## src/hw/rtl/skvt_ram.sv

```systemverilog
// ----------------------------------------------------------------------------
// skvt_ram
// Generic single-write, single-read RAM with registered read data.
// ----------------------------------------------------------------------------
module skvt_ram #(
  parameter int WIDTH = 8,
  parameter int DEPTH = 16
) (
  input  logic                     clk,
  input  logic                     wr_en,
  input  logic [$clog2(DEPTH)-1:0] wr_addr,
  input  logic [WIDTH-1:0]         wr_data,
  input  logic [$clog2(DEPTH)-1:0] rd_addr,
  output logic [WIDTH-1:0]         rd_data
);

  logic [WIDTH-1:0] mem [DEPTH];
  logic [WIDTH-1:0] rd_data_r;

  always_ff @(posedge clk) begin
    if (wr_en) begin
      mem[wr_addr] <= wr_data;
    end
    rd_data_r <= mem[rd_addr];
  end

  assign rd_data = rd_data_r;

endmodule

```

## config.mk

```make
export PLATFORM = sky130hd
export DESIGN_NAME = skvt_ram
export DESIGN_NICKNAME = d
export VERILOG_FILES = /design/src/hw/rtl/skvt_ram.sv
export SDC_FILE = /design/constraint.sdc
export NUM_CORES = 1
export LEC_CHECK = 0
export ABC_AREA = 1
export BUFFER_PORTS_ARGS = -buffer_cell sky130_fd_sc_hd__clkbuf_2
export CORE_ASPECT_RATIO = 2
export CORE_MARGIN = 4
export CORE_UTILIZATION = 35
export CTS_CLUSTER_DIAMETER = 100
export DETAILED_ROUTE_END_ITERATION = 10
export PLACE_DENSITY = 0.5
export SKIP_CTS_REPAIR_TIMING = 1
export SYNTH_ARGS = -nofsm -noshare
export SYNTH_HDL_FRONTEND = slang
export SYNTH_SLANG_ARGS = --single-unit
```

## constraint.sdc

```tcl
create_clock -name clk -period 1.12 [get_ports clk]
set_clock_uncertainty 0.15 [all_clocks]
set_input_delay 0.112 -clock clk [delete_from_list [all_inputs] [get_ports clk]]
set_output_delay 0.112 -clock clk [all_outputs]
set_load 0.005 [all_outputs]
```

# == Yosys cells after proc, flatten, opt, wreduce, memory -nomap -nowiden ==
# Memory sizes are Yosys's and may differ from the RTL's. A register that Yosys moved wholly into a read port is not among the register bits.
# Index checks and enable logic that the tools add are counted.
# word_totals
ff_bits,0
latch_bits,0
ramBits,128
rom_bits,0
in_bits,18
wordCells,3
mem_count,1
# memory_table
name,words,word_bits,rd,rd_ports_with_merged_regs,write_ports,line_no,source
mem,16,8,1,1,1,17,logic [WIDTH-1:0] mem [DEPTH];
# op_classes
addsub,0
multipliers,0
div_mod_pow,0
n_lt_le_gt_ge,0
eq_ne,0
shift,0
mux,2
bitwise,0
n_reduce_logical,0
# op_table
operator,count
$mux W1,2

# == Logic depth before layout (Yosys ltp) ==
# logic_depth
depth_word,2
mapped_depth,8
mapped_depth_nobuf,7

# == Worst setup path before layout ==
# No wires, ideal clock.
# synth_timing
kind,input-to-reg
start,in wr_addr[3]
end,"mem mem[4][0], enable pin"
setup_ns,0.370
arrival_ns,0.693
t_required_ns,0.600
slack_ns,-0.093
cell_stages,2
cell_sequence,nand3b_1 -> nor2_1
# synth_rtl
item,line_no,source
"start, declared",11,"input logic [$clog2(DEPTH)-1:0] wr_addr,"
"end, declared",17,
# Straight into the memory's write port.

# == Worst setup path after layout ==
# layout_timing
start,"reg rd_data_r[4], in the netlist rd_data[4] (read register of mem)"
end,out rd_data[4]
# layout_rtl
item,line_no,source
"start, declared",18,logic [WIDTH-1:0] rd_data_r;
"end, declared",14,output logic [WIDTH-1:0] rd_data
# No word-level cell between the ends.

==> impl_metrics.env <==
export IMPL_worst_slack_ps=-24.5
export IMPL_syn_cell_area_um2=5770
export IMPL_layout_cells_non_filler=819
export IMPL_crit_chain="clkbuf_2"
export IMPL_endpoint_kind="primary output"
export IMPL_gp_congestion=0.799
export IMPL_slew_violations=0
export IMPL_drt_iter0_drc=168
export IMPL_placementRows=66
export IMPL_max_stage_delay_ps=360
export IMPL_final_util_pct=44.7
export IMPL_fmax_mhz=874
export IMPL_coreArea_um2=16300
export IMPL_cp_start_kind="register"
export IMPL_clk_latency_ps=420
export IMPL_pin_count=26
export IMPL_hold_viol_final=0
export IMPL_drv_cap=0
export IMPL_p_leak_nw=3.13
export IMPL_critical_path_class="reg -> out"
export IMPL_ys_seq_area_share_pct=69.4
export IMPL_syn_inst=551
export IMPL_dp_hpwl_um=9300
export IMPL_synth_fp_nets=569
export IMPL_rsz0062_at_grt="true"
export IMPL_worst_path_max_delay_cell="dfxtp_2"
export IMPL_die_w_um=98.8
export IMPL_yosysTopAreaCell="edfxtp_1"
export IMPL_arrival_ps=880
export IMPL_ant_nets=0
export IMPL_grt_overflow=0
export IMPL_cpLargestDelayFamily="flip-flops"
export IMPL_placed_cell_area_um2=6370
export IMPL_wl_per_cell_um=16.5
export IMPL_hold_slack_ps=0.712
export IMPL_power_mw=13.1
export IMPL_cts_htree_levels=4
export IMPL_cts_buffers=17
export IMPL_setup_tns_ps=-24.5
export IMPL_initial_core_util_pct=35.4
export IMPL_ir_worst_vdd_mv=0.859
export IMPL_area_growth_pct=26.2
export IMPL_drive_gt1_share_pct=22.9
export IMPL_ys_warn_count=0
export IMPL_grt_max_degree=57
export IMPL_dp_slack_ps=-291
export IMPL_io_buffer_count=25
export IMPL_cts_buffer_depth=2
export IMPL_cp_num_buf_inv=1
export IMPL_cts_tree="built"
export IMPL_hold_class="in -> reg"
export IMPL_ys_seq_elements=136
export IMPL_clk_pin_slew_worst_paths_ps=60
export IMPL_dieArea_um2=18700
export IMPL_wl_um=13500
export IMPL_maxSlewHeadroom_pct=72.6
export IMPL_syn_mean_instance_area_um2=10.5
export IMPL_synth_area_leaders="edfxtp_1 67%, nand2_1 11%, nand3_1 8.4%, inv_1 6.5%, dfxtp_1 2.8%"
export IMPL_yosysUniqueCellTypes=12
export IMPL_fin_area_um2=7280
export IMPL_grt_pass1_wl_um=21100
export IMPL_vias=3796
export IMPL_diodes=0
export IMPL_drc_errors=0
export IMPL_violations="negative setup slack"
export IMPL_required_ps=860
export IMPL_cts_sinks=136
export IMPL_critPathMaxFanout=1
export IMPL_power_density_nw_per_um2=1790
export IMPL_finalCriticalPeriod_ps=1140
export IMPL_outcome="finished, violations left"
export IMPL_fin_crit_sh_pct=102
export IMPL_finalSetupViolCount=1
export IMPL_antenna_found_initial=0
export IMPL_dp_cells=788
export IMPL_final_nets=621
export IMPL_die_height_um=190
export IMPL_worstMarginPinSlew_ps=410
export IMPL_cts_root_buf="clkbuf_16"
export IMPL_grt_pass1_vias=3869
export IMPL_synth_top_area_share_pct=66.7
export IMPL_vias_per_cell=4.63
export IMPL_grt_total_usage_pct=15.2
export IMPL_dr_pass1_iters=4
cell type report:
class                   count  area, um^2
clock inverters            14         270
inverters                 102         383
well taps                 204         255
flip-flops and latches    136        4010
multi-input cells         289        1410
clock buffers              17         425
repair buffers             57         522
fillers                  1513        8990
synth_stat cells:
master    count
buf_2        13
inv_2         2
edfxtp_1    128
inv_1       100
nor2_1       17
dfxtp_1       8
nand3b_1      2
nand3_1      97
nand2_1     173
buf_6         6
buf_4         4
buf_1         1
final timing paths:
path              startpoint    endpoint  slack (ps)  cells after the start
setup / recovery  rd_data[4]  rd_data[4]         -20                      1
hold / removal    rd_addr[3]  rd_data[2]         0.7                      4
setup reg to reg   mem[7][3]  rd_data[3]          50                      6
hold reg to reg   mem[14][4]  rd_data[4]         510                      6
cell families (layout without fill, tap and decap cells):
family	after synthesis	in the layout	synth area share (%)
and+or+nand+nor	289	289	21.0
buffers and inverters	126	190	9.52
DFF	136	136	69.4
report_power, final:
group	switching (mW)	leakage, nW	internal [mW]
registers	0.0406	1.22	5.70
logic	0.516	1.58	0.286
clock network	2.10	0.335	4.42
total	2.65	3.13	10.4
layer usage:
metal | track usage [%] | share of wire, % | up-vias
li1 | - | - | 1877
met1 | 16.7 | 40 | 1846
met2 | 27.9 | 55 | 56
met3 | 2.83 | 1.9 | 17
met4 | 7.00 | 2.4 | 0
met5 | 0 | 0 | -
cells in the final DEF, fill, tap and decap left out, drive strengths merged:
cell type / count
buf: 35
bufinv: 7
clkbuf: 39
clkinv: 3
clkinvlp: 1
dfxtp: 8
edfxtp: 128
inv: 105
nand2: 173
nand3: 97
nand3b: 2
nor2: 17
flip-flops by register name, summed over array words and instances, names as in the netlist:
| name | count |
|---|---|
| mem | 128 |
| rd_data | 8 |
No activity file was read; power rests on OpenSTA's default activity.
